[src/rtl/core/assert_macros.svh]
// ---------------------------------------------------------------------------
// assert_macros.svh
// Concurrent assertion helpers, sampled on clk_i, off while rst_ni is low.
// ---------------------------------------------------------------------------
`ifndef ASSERT_MACROS_SVH
`define ASSERT_MACROS_SVH

// Property must hold at every sampled edge.
`define SNO_ASSERT(lbl, prop) \
  lbl: assert property (@(posedge clk_i) disable iff (!rst_ni) prop) \
    else $error("sno assertion failed");

// Condition must never be true.
`define SNO_ASSERT_NEVER(lbl, cond) \
  `SNO_ASSERT(lbl, !(cond))

`endif

[src/rtl/core/sno_pkg.sv]
// ---------------------------------------------------------------------------
// sno_pkg
// Widths, pipeline payload type and clamp helpers for the segment offsetter.
// ---------------------------------------------------------------------------
package sno_pkg;

  localparam int CW  = 16;          // coordinate width
  localparam int OW  = 16;          // offset width
  localparam int DW  = CW + 1;      // endpoint difference / magnitude / root
  localparam int SQW = 2 * DW;      // radicand
  localparam int PW  = CW + OW;     // |d| * |off| product
  localparam int EW  = CW + OW + 1; // unclamped sums

  typedef struct packed {
    logic signed [CW-1:0] x1;
    logic signed [CW-1:0] y1;
    logic signed [CW-1:0] x2;
    logic signed [CW-1:0] y2;
    logic [DW-1:0]        ax;
    logic [DW-1:0]        ay;
    logic [OW-1:0]        ao;
    logic                 negx;
    logic                 negy;
    logic                 degen;
    logic [SQW-1:0]       rad;     // radicand, consumed two bits per cell
    logic [DW+1:0]        srem;    // root remainder
    logic [DW-1:0]        root;
    logic [DW:0]          xrem;    // divider partial remainders
    logic [DW:0]          yrem;
    logic [OW-1:0]        xlo;     // dividend low bits, then quotient
    logic [OW-1:0]        ylo;
  } pl_t;

  function automatic logic over(input logic signed [EW-1:0] v);
    over = !((&v[EW-1:CW-1]) || !(|v[EW-1:CW-1]));
  endfunction

  function automatic logic signed [CW-1:0] clip(input logic signed [EW-1:0] v);
    if (over(v)) begin
      clip = v[EW-1] ? {1'b1, {(CW-1){1'b0}}} : {1'b0, {(CW-1){1'b1}}};
    end else begin
      clip = v[CW-1:0];
    end
  endfunction

endpackage

[src/rtl/core/sno_sqrt_cell.sv]
// ---------------------------------------------------------------------------
// sno_sqrt_cell
// One restoring square root step: one root bit per cell.
// ---------------------------------------------------------------------------
module sno_sqrt_cell import sno_pkg::*; (
  input  logic clk_i,
  input  logic rst_ni,
  input  logic en_i,
  input  logic valid_i,
  input  pl_t  pl_i,
  output logic valid_o,
  output pl_t  pl_o
);

  logic [DW+3:0] trem, trial;
  logic          ge;
  pl_t           nxt;
  logic          valid_q;
  pl_t           pl_q;

  always_comb begin
    trem  = {pl_i.srem, pl_i.rad[SQW-1 -: 2]};
    trial = {2'b00, pl_i.root, 2'b01};
    ge    = (trem >= trial);
    nxt       = pl_i;
    nxt.srem  = ge ? (DW+2)'(trem - trial) : trem[DW+1:0];
    nxt.root  = {pl_i.root[DW-2:0], ge};
    nxt.rad   = {pl_i.rad[SQW-3:0], 2'b00};
  end

  always_ff @(posedge clk_i or negedge rst_ni) begin
    if (!rst_ni) begin
      valid_q <= 1'b0;
    end else if (en_i) begin
      valid_q <= valid_i;
    end
  end

  always_ff @(posedge clk_i) begin
    if (en_i) begin
      pl_q <= nxt;
    end
  end

  assign valid_o = valid_q;
  assign pl_o    = pl_q;

endmodule

[config.mk]
export PLATFORM = sky130hd
export DESIGN_NAME = sno_sqrt_cell
export DESIGN_NICKNAME = d
export VERILOG_FILES = /design/src/rtl/core/assert_macros.svh /design/src/rtl/core/sno_pkg.sv /design/src/rtl/core/sno_sqrt_cell.sv
export SDC_FILE = /design/constraint.sdc
export NUM_CORES = 1
export LEC_CHECK = 0
export ABC_AREA = 1
export CAP_MARGIN = 40
export CORE_AREA = 3 3 198 200
export DETAILED_ROUTE_END_ITERATION = 12
export DIE_AREA = 0 0 201 203
export DONT_BUFFER_PORTS = 1
export HOLD_SLACK_MARGIN = 0.05
export PLACE_DENSITY = 0.39
export SLEW_MARGIN = 20
export SYNTH_ARGS = -nofsm -noshare
export SYNTH_HDL_FRONTEND = slang
export SYNTH_SLANG_ARGS = --single-unit
[constraint.sdc]
create_clock -name clk_i -period 1.5 [get_ports clk_i]
set_input_delay 0 -clock clk_i [delete_from_list [all_inputs] [get_ports clk_i]]
set_output_delay 0 -clock clk_i [all_outputs]
set_load 0.01 [all_outputs]
==> results of run 1 <==
## cell families after synthesis
family / after synthesis
adder cells (fa/ha/maj): 19
multiplexers: 1
buffers and inverters: 60
flip-flops: 254
other: 1
XOR/XNOR: 8
AND/OR/NAND/NOR: 194
AO/OA/AOI/OAI: 21
## per-stage QoR
step           hold WS (ns)  std cells  area (sq um)  utilization  setup slack [ns]
3_3_place_gp         -0.296       1093         10200        0.270            -0.199
3_5_place_dp         -0.296       1093         10200        0.270            -0.205
2_1_floorplan        -0.296        559          9360            -           0.00717
==> results.py, run 1 <==
metrics = {
    "logic_synthesis": {
        "async_flop_share": 0.00394,
        "synthFlopType": "edfxtp_1",
        "syn_area_sq_um": 9220,
        "synth_xor_area_frac": 0.00760,
        "synth_most_common_cell": "edfxtp_1",
        "synth-compound-area-share": 0.0122,
        "ys_seq_elements": 254,
        "synth_edf_count": 253,
        "avgSynthCellArea_sq_um": 16.5,
        "synth.area.mux_share": 0.00122,
        "synth_top_area_cell": "edfxtp_1",
        "synth_top_family_by_area": "simple AND/OR/NAND/NOR gates",
        "synth_simple_gate_area_frac": 0.0977,
        "synthTopCellsByArea": "edfxtp_1 82%, nand2_1 4.6%, ha_1 2.6%",
        "synth_cell_types": 28,
        "synth_adder_area_share": 0.0258,
        "synthTopCellsByCount": "253 x edfxtp_1, 112 x nand2_1, 50 x inv_1",
        "ys_warn_count": 0,
        "yosysSeqAreaShare": 0.826,
        "synth_top_area_share": 0.824,
        "post_synth_inst_count": 558,
    },
    "placement": {
        "routabilityCongestion": 0.795,
        "port_buffers": 0,
        "dp_hpwl_microns": 20200,
    },
    "clock_network": {
        "cts_setup_buffers": 0,
        "cts_made_buffers": 27,
        "h-tree-depth": 1,
        "clkSinkCount": 254,
        "cts_resized": 0,
        "hold_buffers": 229,
        "root_buffer": "clkbuf_16",
        "cts_max_path_buffers": 3,
    },
    "floorplan": {
        "die_h_microns": 203,
        "start_util": 0.245,
        "die_w_microns": 201,
        "num_rows": 71,
        "ioPinCount": 515,
    },
    "run_status": {
        "status": "stopped before the end",
        "error": "[ERROR RSZ-0060] Max buffer count reached.",
        "lastStage": "4_1_cts",
    },
}
==> run 2: changes to the inputs <==
CORE_AREA = 3 3 219 221   (was 3 3 198 200)
DIE_AREA = 0 0 222 224   (was 0 0 201 203)
HOLD_SLACK_MARGIN = not set   (was 0.05)
PLACE_DENSITY = not set   (was 0.39)
PLACE_DENSITY_LB_ADDON = 0.15   (was not set)
==> run 2 against run 1 <==
Net effect: the flow now finishes, with violations (hold timing); synthesized cell count stayed put; area after synthesis stayed put.
==> results.py, run 2 <==
metrics = {
    "run_status": {
        "status": "finished with violations",
        "violations": "hold timing",
    },
    "logic_synthesis": {
        "synthTopCellsByCount": "253 x edfxtp_1, 112 x nand2_1, 50 x inv_1",
        "ys_warn_count": 0,
        "synthFlopType": "edfxtp_1",
        "avgSynthCellArea_sq_um": 16.5,
        "synth_top_area_cell": "edfxtp_1",
        "ys_seq_elements": 254,
        "synth_most_common_cell": "edfxtp_1",
        "synthTopCellsByArea": "edfxtp_1 82%, nand2_1 4.6%, ha_1 2.6%",
        "yosysSeqAreaShare": 0.826,
        "synth_cell_types": 28,
        "synth_edf_count": 253,
        "post_synth_inst_count": 558,
        "synth_top_area_share": 0.824,
        "async_flop_share": 0.00394,
        "syn_area_sq_um": 9220,
    },
    "detailed_routing": {
        "drc": 0,
        "ant_nets": 0,
        "viasPerCell": 3.79,
        "drtPass1Iterations": 4,
        "vias": 5679,
        "routedWlPerCell_microns": 19.9,
        "totalWireLength_microns": 29800,
        "drt_iter0_markers": 179,
    },
    "setup_path": {
        "criticalPathCategory": "primary input to register",
        "crit_slowest_cell": "dlygate4sd3_1",
        "startpoint_type": "primary input",
        "path_cells": "dlygate4sd3_1 -> inv_2 -> ha_1 -> nand2_1 -> inv_1 -> nand2_1 -> nor2_1 -> nand3_1 -> nand2_1 -> nor2_4 -> nand2_8 -> nand2_1 -> nand2_1",
        "path_buf_inv": 3,
        "worstPathArrival_ns": 1.69,
        "cpPeakStageDelay_ns": 0.55,
        "cp_top_family": "simple AND/OR/NAND/NOR gates",
        "critPathRequiredTime_ns": 1.80,
        "crit_path_max_fanout": 21,
        "end_kind": "register",
        "cp_common_cell": "nand2_1",
    },
    "min_path": {
        "min_path_type": "primary input to register",
    },
    "sta": {
        "final.min_clock_period_ns": 1.39,
        "rsz0062_at_grt": "true",
        "fin_worst_skew_ns": 0,
        "fin_hold_ws_ns": -0.433,
        "maxSlewViolCount": 0,
        "finalSetupViolCount": 0,
        "setup-tns-final_ns": 0,
        "timing_hold_violations_final": 262,
        "max_freq_mhz": 721,
        "finalCritPeriodShare": 0.925,
    },
    "global_route": {
        "grt_usage": 0.113,
        "first_global_vias": 6204,
        "grt_max_degree": 255,
        "antenna_found_initial": 2,
        "grt_overflow": 0,
        "grt_first_pass_wirelength_microns": 42300,
    },
    "clock_network": {
        "cts_tree": "built",
        "cts_max_path_buffers": 3,
        "clkLatencyLatePin_ns": 0.54,
        "cts_made_buffers": 29,
        "clkTransAtPathRegs_ns": 0.06,
        "clkSinkCount": 254,
        "h-tree-depth": 1,
        "cts_setup_buffers": 0,
        "root_buffer": "clkbuf_16",
    },
    "floorplan": {
        "num_rows": 79,
        "start_util": 0.199,
        "ioPinCount": 515,
        "die_w_microns": 222,
        "core_area_sq_um": 46400,
        "die_h_microns": 224,
        "die_area_sq_um": 49700,
    },
    "placement": {
        "port_buffers": 0,
        "dpl_cell_area_sq_um": 10300,
        "routabilityCongestion": 0.758,
        "dp_hpwl_microns": 21600,
        "dp.cells": 1198,
    },
    "cells_and_area": {
        "fill_cells": 4655,
        "fin_area_sq_um": 13800,
        "syn_to_final_growth_pct": 49.2,
        "fin_nets": 1148,
        "final_common_cell": "edfxtp_1",
        "drive_gt1_frac": 0.142,
        "layout.cells.non_filler": 1500,
        "largest_register_ffs": 253,
        "layout_common_cells": "253 x edfxtp_1, 248 x dlygate4sd3_1, 109 x nand2_1",
    },
    "power": {
        "ir_worst_vdd_v": 0.000736,
        "p_per_area_nw_per_um2": 1260,
        "leakage_nw": 5.16,
    },
    "job": {
        "drv_cap": 0,
    },
}
-- run 2: through the flow --
stage          worst slack (ns)   util  power (W)
2_1_floorplan           0.00717      -    0.00969
3_3_place_gp             -0.190  0.223     0.0102
3_5_place_dp             -0.206  0.223     0.0102
4_1_cts                  0.0664  0.295     0.0176
5_1_grt                -0.00779  0.297     0.0182
6_report                  0.113  0.297     0.0173
-- run 2: timing repair --
action | CTS | global route
resized for setup | 0 | 5
hold buffers | 241 | 7
setup endpoints to repair | 0 | 20
endpoints found under the hold margin | 507 | 268
-- run 2: per-layer routing --
metal  vias to the layer above  track usage  routed length (microns)
li1                       2622            -                        -
met1                      2707        0.116                    10500
met2                       291        0.209                    15800
met3                        57       0.0440                     2570
met4                         2       0.0400                      957
met5                         -            0                       13
-- run 2: worst paths after layout --
kind / start / endpoint / slack [ns] / depth (start not counted)
max: pl_i[137] / pl_o[91] / 0.11 / 13
max reg2reg: valid_o / valid_o / 0.15 / 2
min reg2reg: valid_o / valid_o / 1.13 / 2
min in group asynchronous: rst_ni / valid_o / 0.19 / 2
min: en_i / pl_o[120] / -0.43 / 0
max in group asynchronous: rst_ni / valid_o / 1.21 / 2
-- run 2: area by class of cell --
| type | instances | area [sq um] | share of cell area |
|---|---|---|---|
| repair buffers | 286 | 2770 | 0.201 |
| clock buffers | 39 | 813 | 0.0591 |
| multi-input cells | 245 | 1490 | 0.108 |
| flip-flops and latches | 254 | 7620 | 0.554 |
| clock inverters | 14 | 101 | 0.00736 |
| well taps | 607 | 759 | 0.0552 |
| diodes | 1 | 2.50 | 0.000182 |
| inverters | 54 | 203 | 0.0147 |
-- run 2: cells by family (layout without fill, tap and decap cells) --
logic type	count (synthesis)	after routing	synth area share
flip-flops	254	254	0.826
AND/OR/NAND/NOR	194	194	0.0977
buffers and inverters	60	393	0.0286
AO/OA/AOI/OAI	21	21	0.0122
adder cells (fa/ha/maj)	19	19	0.0258
XOR/XNOR	8	8	0.00760
other	1	3	0.000407
multiplexers	1	1	0.00122
-- run 2: where the power goes --
part | internal (W) | switching (W)
Sequential | 0.00854 | 0.000644
Clock | 0.00382 | 0.00292
Combinational | 0.000807 | 0.000581
Total | 0.0132 | 0.00415
Power figures use the tool's default switching activity.
