## src/rtl/core/assert_macros.svh

```systemverilog
// ---------------------------------------------------------------------------
// assert_macros.svh
// Concurrent assertion helpers, sampled on clk_i, off while rst_ni is low.
// ---------------------------------------------------------------------------
`ifndef ASSERT_MACROS_SVH
`define ASSERT_MACROS_SVH

// Property must hold at every sampled edge.
`define SNO_ASSERT(lbl, prop) \
  lbl: assert property (@(posedge clk_i) disable iff (!rst_ni) prop) \
    else $error("sno assertion failed");

// Condition must never be true.
`define SNO_ASSERT_NEVER(lbl, cond) \
  `SNO_ASSERT(lbl, !(cond))

`endif

```

## src/rtl/core/sno_pkg.sv

```systemverilog
// ---------------------------------------------------------------------------
// sno_pkg
// Widths, pipeline payload type and clamp helpers for the segment offsetter.
// ---------------------------------------------------------------------------
package sno_pkg;

  localparam int CW  = 16;          // coordinate width
  localparam int OW  = 16;          // offset width
  localparam int DW  = CW + 1;      // endpoint difference / magnitude / root
  localparam int SQW = 2 * DW;      // radicand
  localparam int PW  = CW + OW;     // |d| * |off| product
  localparam int EW  = CW + OW + 1; // unclamped sums

  typedef struct packed {
    logic signed [CW-1:0] x1;
    logic signed [CW-1:0] y1;
    logic signed [CW-1:0] x2;
    logic signed [CW-1:0] y2;
    logic [DW-1:0]        ax;
    logic [DW-1:0]        ay;
    logic [OW-1:0]        ao;
    logic                 negx;
    logic                 negy;
    logic                 degen;
    logic [SQW-1:0]       rad;     // radicand, consumed two bits per cell
    logic [DW+1:0]        srem;    // root remainder
    logic [DW-1:0]        root;
    logic [DW:0]          xrem;    // divider partial remainders
    logic [DW:0]          yrem;
    logic [OW-1:0]        xlo;     // dividend low bits, then quotient
    logic [OW-1:0]        ylo;
  } pl_t;

  function automatic logic over(input logic signed [EW-1:0] v);
    over = !((&v[EW-1:CW-1]) || !(|v[EW-1:CW-1]));
  endfunction

  function automatic logic signed [CW-1:0] clip(input logic signed [EW-1:0] v);
    if (over(v)) begin
      clip = v[EW-1] ? {1'b1, {(CW-1){1'b0}}} : {1'b0, {(CW-1){1'b1}}};
    end else begin
      clip = v[CW-1:0];
    end
  endfunction

endpackage

```

## src/rtl/core/sno_div_cell.sv

```systemverilog
// ---------------------------------------------------------------------------
// sno_div_cell
// One restoring divide step for both displacement quotients.
// ---------------------------------------------------------------------------
module sno_div_cell import sno_pkg::*; (
  input  logic clk_i,
  input  logic rst_ni,
  input  logic en_i,
  input  logic valid_i,
  input  pl_t  pl_i,
  output logic valid_o,
  output pl_t  pl_o
);

  logic [DW:0] len, tx, ty;
  logic        gx, gy;
  pl_t         nxt;
  logic        valid_q;
  pl_t         pl_q;

  always_comb begin
    len = {1'b0, pl_i.root};
    tx  = {pl_i.xrem[DW-1:0], pl_i.xlo[OW-1]};
    ty  = {pl_i.yrem[DW-1:0], pl_i.ylo[OW-1]};
    gx  = (tx >= len);
    gy  = (ty >= len);
    nxt      = pl_i;
    nxt.xrem = gx ? (tx - len) : tx;
    nxt.yrem = gy ? (ty - len) : ty;
    nxt.xlo  = {pl_i.xlo[OW-2:0], gx};
    nxt.ylo  = {pl_i.ylo[OW-2:0], gy};
  end

  always_ff @(posedge clk_i or negedge rst_ni) begin
    if (!rst_ni) begin
      valid_q <= 1'b0;
    end else if (en_i) begin
      valid_q <= valid_i;
    end
  end

  always_ff @(posedge clk_i) begin
    if (en_i) begin
      pl_q <= nxt;
    end
  end

  assign valid_o = valid_q;
  assign pl_o    = pl_q;

endmodule

```

## config.mk

```make
export PLATFORM = sky130hd
export DESIGN_NAME = sno_div_cell
export DESIGN_NICKNAME = d
export VERILOG_FILES = /design/src/rtl/core/assert_macros.svh /design/src/rtl/core/sno_pkg.sv /design/src/rtl/core/sno_div_cell.sv
export SDC_FILE = /design/constraint.sdc
export NUM_CORES = 1
export LEC_CHECK = 0
export ABC_AREA = 1
export BUFFER_PORTS_ARGS = -buffer_cell sky130_fd_sc_hd__buf_2
export CAP_MARGIN = 30
export CORE_MARGIN = 2
export CORE_UTILIZATION = 25
export DETAILED_ROUTE_END_ITERATION = 7
export GPL_ROUTABILITY_DRIVEN = 0
export PLACE_DENSITY = 0.55
export SYNTH_ARGS = -nofsm -noshare
export SYNTH_HDL_FRONTEND = slang
export SYNTH_SLANG_ARGS = --single-unit
```

## constraint.sdc

```tcl
create_clock -name clk_i -period 1.3 [get_ports clk_i]
set_clock_uncertainty 0.2 [all_clocks]
set_input_delay 0.195 -clock clk_i [delete_from_list [all_inputs] [get_ports clk_i]]
set_output_delay 0.195 -clock clk_i [all_outputs]
set_load 0.005 [all_outputs]
```

==> key figures, run 1 <==
Logic synthesis
  • Post-Syn Area: 10,800 um2
  • Seq/Total Area, Yosys: 71.1%
  • Async SR Flop Fraction: less than 1%
  • Yosys Warn Count: 0
  • Mapped Cells: 897
  • Post-Syn Area per Cell: 12.1 um2
  • EDFF count, synth: ~260
  • Share of the synthesized area in the top cell type: between 70% and 80%
  • Largest cells by area after synthesis: edfxtp_1 (71%), nand2_1 (11%), inv_1 (4.3%)
  • Seq cells post-synth: ~260
  • Synth cell count leaders: nand2_1 (327), edfxtp_1 (255), inv_1 (124)
  • Yosys top cell by area: edfxtp_1
  • Most frequent cell after synthesis: nand2_1
  • Ys flop type: edfxtp_1
  • Syn nets: ~1,200
  • Post-synthesis cell type count: 28

Clock network
  • Clock root cell: clkbuf_16
  • Clock latency at the later pin of the worst-skew pair: approximately 0.57 ns
  • CTS tree: done
  • H-Tree Level Count: 1
  • Worst-path clk slew: roughly 0.06 ns
  • Clock Path Buffers: 3
  • TritonCTS buffer count: 31
  • Clock Sinks: ~260

Pwr
  • Pwr dens: about 1200 nW/um2
  • Lkg Pwr: about 9.5 nW
  • Tot Pwr: around 24 mW
  • Maximum vdd drop: ~0.0011 V

Worst setup path
  • Critical R2R Launch: valid_o$_DFFE_PN0P_
  • Critical path class: in -> reg
  • Setup crit start kind: primary input
  • Worst reg2reg setup slack: 0.36 ns
  • Worst Reg-to-Reg Cells: 1
  • Data arrival, critical path: ~1.9 ns
  • Data required, critical path: around 1.4 ns
  • CP Capture Type: flop
  • Crit-path max FO: 5
  • RR Endpoint: valid_o$_DFFE_PN0P_

Timing
  • Final setup fails: 294
  • Fin. Hold Viols: 1
  • Share of the cycle needed by the critical path after routing: 133%
  • Setup TNS: -61.16 ns
  • Max Slew Vio Count: 0
  • RSZ-0062 raised after global routing: true
  • Setup WS post-layout: -0.428 ns
  • Worst slew pin tran: around 0.38 ns
  • Final Hold Slack: -0.234 ns
  • Max frequency: about 580 MHz
  • Slew Limit Headroom: between 70% and 80%
  • Period minus WS final: roughly 1.7 ns

Global route
  • Vias in the first global route: roughly 11,000
  • Largest net degree at the start of global routing: 66
  • First-pass GRT wire length: about 70 mm
  • Gr ovfl total: 0
  • GR Util All Layers: ~21%
  • Initial antenna violation count: 15

Detailed routing
  • Iter 0 DRT Violations: roughly 700
  • Antenna-violating nets left: 0
  • DR pass1 iterations: 6
  • Routed WL per cell: around 20 um
  • Total number of vias: approximately 10,000
  • Routed wire length: 49.0 mm
  • # DRC: 0
  • Avg Vias per Cell: 4.21

Finish
  • Non-filler instance count after layout: between 2,000 and 2,500
  • Nets: 2,169
  • Fillers: approximately 3,800
  • Layout cells sized above 1: roughly 50%
  • Synthesis-to-finish area growth: 90.3%

Die
  • Starting Density: between 20 and 30%
  • Die area: approximately 45,000 um2
  • Die height: about 210 um
  • Die width: 212 um
  • Placeable core region: 42,900 um2
  • Rows: 76
  • Io pins: slightly above 500

Placement
  • Dpl cells: around 2,100
  • Hpwl dp: 34.8 mm
  • Port buffer count: ~510
  • Worst slack at placement: -1.03 ns

Run
  • Max cap viols: 0

Worst hold path
  • Hold Crit Depth: 3
  • Worst hold-check path type: in -> reg
  • Hold EP: pl_o[33]$_DFFE_PP_
  • Hold_sp: pl_i[32]

Run status
  • Outcome: finished with violations
  • Failing checks: negative hold slack, negative setup slack
## how the worst max path moves through the flow
| stage | start | to | slack, ns | cells past startpoint |
|---|---|---|---|---|
| after global routing | pl_i[80] | pl_o[52]$_DFFE_PP_ | -0.44 | 15 |
| final | pl_i[80] | pl_o[65]$_DFFE_PP_ | -0.43 | 15 |
| after floorplan | pl_i[81] | pl_o[67]$_DFFE_PP_ | -0.60 | 11 |
| after global placement | pl_i[79] | pl_o[62]$_DFFE_PP_ | -0.98 | 12 |
| after detailed placement | pl_i[79] | pl_o[51]$_DFFE_PP_ | -1.03 | 12 |
| after CTS | pl_o[192]$_DFFE_PP_ | pl_o[192] | -0.43 | 1 |
## sequential cells by signal, summed over array words and instances, names as in the netlist
signal   count
valid_o      1
pl_o       255
## kinds of logic (layout without fill, tap and decap cells)
logic type	count (synthesis)	after routing	synth area share [%]
buffers and inverters	143	1142	5.28
and+or+nand+nor	427	430	16.9
other	0	8	0
DFF	256	256	71.1
adders and majority gates	36	36	4.31
xor gates and xnor gates	14	14	1.13
AOI/OAI and AO/OA	20	20	1.20
muxes	1	1	0.104
## critical path, stage by stage
cell,delay [ns]
buf_8,0.08
clkinvlp_4,0.11
buf_6,0.14
ha_4,0.28
nand2_4,0.06
inv_6,0.07
nand2_4,0.06
nor2_4,0.17
nand4_4,0.15
nand3_4,0.12
nor2_4,0.06
buf_12,0.13
buf_16,0.14
nand2_4,0.05
nand2_2,0.04
## layout make-up
class | instances | area (um2) | area share [%]
diodes | 8 | 20.0 | 0.0973
inverters | 139 | 577 | 2.80
repair buffers | 945 | 7060 | 34.3
well taps | 585 | 732 | 3.56
flip-flops and latches | 256 | 7680 | 37.3
clock inverters | 17 | 158 | 0.766
multi-input cells | 501 | 3500 | 17.0
clock buffers | 41 | 843 | 4.10
## per-stage QoR
| step | instance area [um2] | util [%] |
|---|---|---|
| floorplan | 11100 | - |
| global placement | 15300 | 35.7 |
| detailed placement | 15300 | 35.7 |
| CTS | 20300 | 47.4 |
| global route | 20600 | 48.0 |
| finish | 20600 | 48.0 |
## power by group
group / leakage, nW / internal, mW / switching (mW) / total [mW]
Clock: 0.497 / 4.97 / 3.58 / 8.55
Combinational: 6.54 / 2.72 / 2.56 / 5.28
Sequential: 2.51 / 9.95 / 0.258 / 10.2
Total: 9.54 / 17.6 / 6.39 / 24.0
## cell usage in the layout, fill, tap and decap left out, drive strengths merged
cell and n:
a21oi 20, ha 34, mux2 1, clkbuf 41
nand2 344, nor2 34, bufinv 2, diode 8
nand4 11, fa 2, nor3 4, xor2 11
or2 3, nand3 34, edfxtp 255, inv 131
buf 689, clkinv 16, clkinvlp 7, dlygate4sd3 256
xnor2 3, dfrtp 1
## layer usage
layer  part of all wire, %  vias up  GRT usage (%)
met3                   6.3      109           4.54
met5                  0.19        -              0
met2                    51      412           37.6
li1                      -     4955              -
met1                    38     5006           23.5
met4                   4.6       14           8.50
## what timing repair did
item,in CTS,in global routing
buffers inserted,59,12
hold buffers,255,1
pin swaps,73,54
endpoints found under the setup margin,294,294
gates resized for setup,199,94
endpoints found under the hold margin,427,2
cloned,8,0
No activity file was read; power rests on OpenSTA's default activity.
==> inputs of run 2 (changes only) <==
--- a/config.mk
+++ b/config.mk
@@ -12,7 +12,9 @@
 export CORE_UTILIZATION = 25
 export DETAILED_ROUTE_END_ITERATION = 7
 export GPL_ROUTABILITY_DRIVEN = 0
+export GPL_TIMING_DRIVEN = 0
 export PLACE_DENSITY = 0.55
+export SKIP_LAST_GASP = 1
 export SYNTH_ARGS = -nofsm -noshare
 export SYNTH_HDL_FRONTEND = slang
 export SYNTH_SLANG_ARGS = --single-unit
==> run 2 against run 1 <==
Compared with the run above: the flow still finishes with violations (negative hold slack, negative setup slack); critical path depth is 3 lower; worst hold slack better by 0.21 ns; worst setup slack better by 0.067 ns; non-clock buffer count is 121 lower; critical endpoint is now pl_o[57]$_DFFE_PP_; clock power is 6.2% higher; via count is 5.7% lower; sequential cell count stayed put; cell count is 5.1% lower.
==> key figures, run 2 (synthesis gave the netlist of run 1 again) <==
Clock network
  • CTS tree: done
  • Clock root cell: clkbuf_16
  • Worst-path clk slew: ~0.060 ns
  • H-Tree Level Count: 1
  • TritonCTS buffer count: 31
  • Clock latency at the later pin of the worst-skew pair: 0.56 ns
  • Clock Path Buffers: 3
  • Clock Sinks: between 200 and 300

Pwr
  • Maximum vdd drop: between 0.0009 and 0.001 V
  • Lkg Pwr: roughly 9 nW
  • Pwr dens: 1230 nW/um2

Placement
  • Hpwl dp: ~33 mm
  • Port buffer count: just over 500
  • Dpl cells: between 1,500 and 2,000
  • Placed Area: 14,400 um2

Timing
  • Final Hold Slack: -0.0280 ns
  • Slew Limit Headroom: about half
  • Share of the cycle needed by the critical path after routing: 128%
  • Max Slew Vio Count: 0
  • Fin. Hold Viols: 2
  • Worst slew pin tran: 0.738 ns
  • Max frequency: approximately 600 MHz
  • RSZ-0062 raised after global routing: true
  • Period minus WS final: between 1.5 and 2 ns
  • Final setup fails: between 200 and 300
  • Setup WS post-layout: -0.360 ns

Detailed routing
  • Antenna-violating nets left: 0
  • Iter 0 DRT Violations: around 600
  • Avg Vias per Cell: between 4 and 5
  • Total number of vias: approximately 9,900
  • Routed wire length: between 40 and 50 mm
  • Routed WL per cell: approximately 19 um
  • DR pass1 iterations: 5
  • # DRC: 0

Die
  • Rows: 76
  • Starting Density: between 20% and 30%
  • Io pins: ~520
  • Die width: 212 um
  • Placeable core region: between 40,000 and 50,000 um2
  • Die area: 44,900 um2
  • Die height: 212 um

Worst setup path
  • Crit-path max FO: 5
  • CP Capture Type: flop
  • Worst reg2reg setup slack: ~0.36 ns
  • Data arrival, critical path: between 1.5 and 2 ns
  • Critical path class: in -> reg
  • Data required, critical path: around 1.4 ns
  • Setup crit start kind: primary input

Finish
  • Max FFs per register: roughly 260
  • Synthesis-to-finish area growth: 79.9%
  • Commonest non-fill, non-tap cells in the layout: buf_2 (484), dlygate4sd3_1 (259), edfxtp_1 (255)
  • Final instance area: roughly 19,000 um2
  • Layout cells sized above 1: 47.4%
  • Non-filler instance count after layout: 2,366
  • Commonest non-fill, non-tap cell in the layout: buf_2
  • Nets: ~2,000

Global route
  • Largest net degree at the start of global routing: 127
  • Vias in the first global route: between 10,000 and 15,000
  • First-pass GRT wire length: ~63 mm
  • Gr ovfl total: 0
  • Initial antenna violation count: 15
  • GR Util All Layers: between 10% and 20%

Worst hold path
  • Worst hold-check path type: in -> reg

Run
  • Max cap viols: 0

Run status
  • Outcome: finished with violations
  • Failing checks: negative hold slack, negative setup slack
run 2: changes by cell type in the layout (fill, tap and decap cells not counted), sizes merged:
cell and delta:
clkbuf -2, clkinv -2, buf -125, nand4 -3, diode -2, bufinv +3
clkinvlp +2, dlygate4sd3 +3
run 2: where the power goes:
part           switching (mW)  total, mW  internal [mW]
registers               0.202       10.1           9.94
clock network            3.54       9.08           5.53
logic                    2.43       4.73           2.30
run 2: stage by stage:
stage	TNS (ns)	worst slack [ns]	utilization (%)	power [mW]
floorplan	-19.89	-0.599	-	11.7
finish	-52.66	-0.360	45.3	23.9
detailed placement	-75.99	-1.07	33.7	13.6
CTS	-61.76	-0.318	44.3	24.0
global route	-67.49	-0.387	45.3	25.0
global placement	-1018.82	-4.05	33.5	13.7
run 2: worst max-delay path, cell delays in order:
cell and delay, ns:
buf_8 0.08, clkinvlp_4 0.15, ha_4 0.30, buf_6 0.12, nand2_2 0.06, nand2_2 0.06
a21oi_4 0.17, buf_6 0.13, nand4_4 0.16, buf_8 0.19, nand2_2 0.06, nand2_2 0.07
run 2: layer usage:
layer / track usage [%] / vias to the layer above / routed length [um]
li1: - / 4682 / -
met1: 21.1 / 4668 / 16700
met2: 35.1 / 414 / 23400
met3: 4.95 / 111 / 3510
met4: 7.65 / 18 / 2070
met5: 0 / - / 116
run 2: what timing repair did:
action                                  CTS  global route
hold buffers                            252             7
pin swaps                                61            47
cloned                                    4             0
resized for setup                       177            95
hold endpoints to repair                264             5
endpoints found under the setup margin  294           294
buffers inserted                         37             6
run 2: worst paths after layout:
kind                                startpoint             endpoint  cells past startpoint
min                                   pl_i[50]   pl_o[51]$_DFFE_PP_                      4
max                                   pl_i[84]   pl_o[57]$_DFFE_PP_                     12
max reg2reg                valid_o$_DFFE_PN0P_  valid_o$_DFFE_PN0P_                      1
min in group asynchronous               rst_ni  valid_o$_DFFE_PN0P_                      3
min reg2reg                valid_o$_DFFE_PN0P_  valid_o$_DFFE_PN0P_                      1
max in group asynchronous               rst_ni  valid_o$_DFFE_PN0P_                      3
run 2: final cells by class:
type / instances / area (um2)
Antenna cell: 6 / 15.0
Buffer: 4 / 57.6
Clock buffer: 38 / 832
Clock inverter: 20 / 239
Fill cell: 3926 / 23400
Inverter: 139 / 579
Multi-Input combinational cell: 498 / 3470
Sequential cell: 256 / 7680
Tap cell: 585 / 732
Timing Repair Buffer: 820 / 5840
==> inputs of run 3 (changes only) <==
--- a/config.mk
+++ b/config.mk
@@ -5,15 +5,14 @@
 export SDC_FILE = /design/constraint.sdc
 export NUM_CORES = 1
 export LEC_CHECK = 0
-export ABC_AREA = 1
 export BUFFER_PORTS_ARGS = -buffer_cell sky130_fd_sc_hd__buf_2
 export CAP_MARGIN = 30
 export CORE_MARGIN = 2
 export CORE_UTILIZATION = 25
 export DETAILED_ROUTE_END_ITERATION = 7
 export GPL_ROUTABILITY_DRIVEN = 0
-export GPL_TIMING_DRIVEN = 0
-export PLACE_DENSITY = 0.55
+export PLACE_DENSITY = 0.56
+export REMOVE_ABC_BUFFERS = 1
 export SKIP_LAST_GASP = 1
 export SYNTH_ARGS = -nofsm -noshare
 export SYNTH_HDL_FRONTEND = slang
==> run 3 against run 2 <==
Compared with the run above: the run still ends with negative hold slack, negative setup slack left; clock-buffer cell count fell by 3; clock power fell by 9.9%; worst setup slack got worse by 0.41 ns; sequential power barely moved; largest power group unchanged.
==> key figures, run 3 <==
Logic synthesis
  • Post-Syn Area: 9900 um2
  • Mapped Cells: approximately 570
  • Largest cells by area after synthesis: edfxtp_1 (77%), ha_1 (4.3%), mux2_2 (1.9%)
  • Async SR Flop Fraction: less than 1%
  • Post-synthesis cell type count: 58
  • Most frequent cell after synthesis: edfxtp_1
  • Share of the synthesized area in the top cell type: 77.3%
  • Seq/Total Area, Yosys: a little under 80%
  • Post-Syn Area per Cell: ~18 um2
  • Seq cells post-synth: about 260
  • Synth cell count leaders: edfxtp_1 (255), a21oi_1 (38), ha_1 (34)
  • Yosys Warn Count: 0
  • Ys flop type: edfxtp_1
  • EDFF count, synth: 255
  • Yosys top cell by area: edfxtp_1

Finish
  • Layout cells sized above 1: a little over half
  • Nets: around 1,800
  • Core Util, Final: ~47%
  • Synthesis-to-finish area growth: 85.6%
  • Non-filler instance count after layout: 2,051
  • Fillers: 3,425
  • Commonest non-fill, non-tap cell in the layout: buf_2
  • Max FFs per register: around 260
  • Final instance area: ~18,000 um2
  • Commonest non-fill, non-tap cells in the layout: buf_2 (498), dlygate4sd3_1 (255), edfxtp_1 (255)

Run status
  • Outcome: finished with violations
  • Failing checks: negative hold slack, negative setup slack

Timing
  • Max frequency: between 400 and 500 MHz
  • Final Hold Slack: -0.351 ns
  • Final setup fails: 294
  • Fin. Hold Viols: 4
  • RSZ-0062 raised after global routing: true
  • Share of the cycle needed by the critical path after routing: 159%
  • Setup WS post-layout: -0.771 ns
  • Slew Limit Headroom: 70.3%
  • Worst slew pin tran: roughly 0.44 ns
  • Period minus WS final: between 2 and 2.5 ns
  • Max Slew Vio Count: 0

Pwr
  • Maximum vdd drop: approximately 0.00081 V
  • Tot Pwr: approximately 23 mW
  • Lkg Pwr: roughly 8 nW
  • Pwr dens: 1250 nW/um2

Global route
  • Initial antenna violation count: 5
  • Gr ovfl total: 0
  • Largest net degree at the start of global routing: 63
  • Met2 global-route usage: between 30 and 40%
  • Grt met1 use: just under 20%
  • Busiest grt layer: met2
  • GRT met3 Usage: under 10%
  • Vias in the first global route: 9,208
  • First-pass GRT wire length: roughly 55 mm
  • GR Util All Layers: roughly 18%

Worst setup path
  • Data arrival, critical path: 2.19 ns
  • Data required, critical path: about 1.4 ns
  • Critical path class: in -> reg
  • Crit-path max FO: 5
  • Setup crit start kind: primary input
  • CP Capture Type: flop
  • Worst Reg-to-Reg Cells: 1

Die
  • Io pins: slightly above 500
  • Die width: between 200 and 250 um
  • Placeable core region: just under 40,000 um2
  • Starting Density: 25.5%
  • Die height: around 200 um
  • Rows: 72
  • Die area: 41,200 um2

Clock network
  • Clock Sinks: between 200 and 300
  • TritonCTS buffer count: 29
  • Worst-path clk slew: roughly 0.060 ns
  • CTS tree: done
  • Clock Path Buffers: 3
  • H-Tree Level Count: 1
  • Clock latency at the later pin of the worst-skew pair: around 0.57 ns
  • Clock root cell: clkbuf_16

Placement
  • Port buffer count: approximately 500
  • Dpl cells: roughly 1,700
  • Placed Area: roughly 14,000 um2
  • Hpwl dp: roughly 28 mm

Detailed routing
  • Avg Vias per Cell: about 4.2
  • Total number of vias: slightly below 9,000
  • Antenna-violating nets left: 0
  • Routed WL per cell: between 15 and 20 um
  • Iter 0 DRT Violations: 330
  • DR pass1 iterations: 5
  • # DRC: 0
  • Routed wire length: roughly 38 mm

Worst hold path
  • Hold Crit Depth: 1
  • Worst hold-check path type: in -> reg

Run
  • Max cap viols: 0
[run 3: cell types whose count changed after synthesis, moves of 5 or more]
cell / delta
inv_1: -97
nand2_1: -306
inv_2: -11
nor2b_1: +5
nand3_1: -25
a21o_1: +10
mux2_2: +16
nand2_2: -16
xnor2_1: +16
o21ai_0: +12
a21oi_1: +22
buf_2: +6
[run 3: report_power, final]
| group | switching, mW | internal, mW |
|---|---|---|
| logic | 2.02 | 2.51 |
| clock network | 3.44 | 4.74 |
| registers | 0.211 | 9.97 |
| total | 5.68 | 17.2 |
[run 3: area by class of cell]
class	count	area (um2)	share of cell area [%]
Sequential cell	256	7680	41.8
Timing Repair Buffer	919	6520	35.5
Multi-Input combinational cell	274	2460	13.4
Clock buffer	35	748	4.07
Tap cell	518	648	3.53
Clock inverter	18	201	1.10
Inverter	27	109	0.592
Antenna cell	4	10.0	0.0545
[run 3: timing repair]
action | in CTS | in global routing
gates cloned | 4 | 0
hold buffers | 253 | 2
gates resized for setup | 78 | 41
endpoints found under the hold margin | 446 | 5
setup buffers | 10 | 6
pin swaps | 27 | 22
setup endpoints to repair | 294 | 294
[run 3: worst paths after layout]
path / slack (ns) / startpoint / end
worst max register to register: 0.36 / valid_o$_DFFE_PN0P_ / valid_o$_DFFE_PN0P_
worst max-delay path: -0.77 / pl_i[15] / pl_o[35]$_DFFE_PP_
worst min-delay path: -0.35 / pl_i[68] / pl_o[68]$_DFFE_PP_
min in group asynchronous: 0.28 / rst_ni / valid_o$_DFFE_PN0P_
worst min register to register: 0.31 / valid_o$_DFFE_PN0P_ / valid_o$_DFFE_PN0P_
max in group asynchronous: 0.50 / rst_ni / valid_o$_DFFE_PN0P_
[run 3: routing by layer]
layer / part of all wire (%) / up-vias
met5: 0 / -
met4: 4.0 / 0
met1: 38 / 4168
li1: - / 4089
met2: 52 / 319
met3: 6.5 / 67
[run 3: logic make-up after synthesis]
group | Yosys count | synth area share (%)
buffers and inverters | 38 | 1.68
AND/OR/NAND/NOR | 85 | 4.20
adder cells (fa/ha/maj) | 36 | 4.70
XOR/XNOR | 26 | 2.30
flip-flops | 256 | 77.6
AO/OA/AOI/OAI | 103 | 7.16
multiplexers | 21 | 2.38
[run 3: critical path: stages]
cell	delay (ns)
buf_8	0.10
inv_4	0.04
ha_4	0.12
inv_2	0.04
fa_2	0.38
a21o_1	0.21
a31oi_4	0.19
o21ai_4	0.08
o21ai_2	0.15
buf_6	0.13
a22oi_4	0.08
buf_12	0.17
mux2_4	0.28
[run 3: stage by stage]
stage	setup TNS [ns]	setup WS (ns)
2_1_floorplan	-44.84	-1.29
3_3_place_gp	-56.70	-1.57
3_5_place_dp	-57.83	-1.60
4_1_cts	-80.93	-0.879
5_1_grt	-84.31	-0.798
6_report	-69.14	-0.771
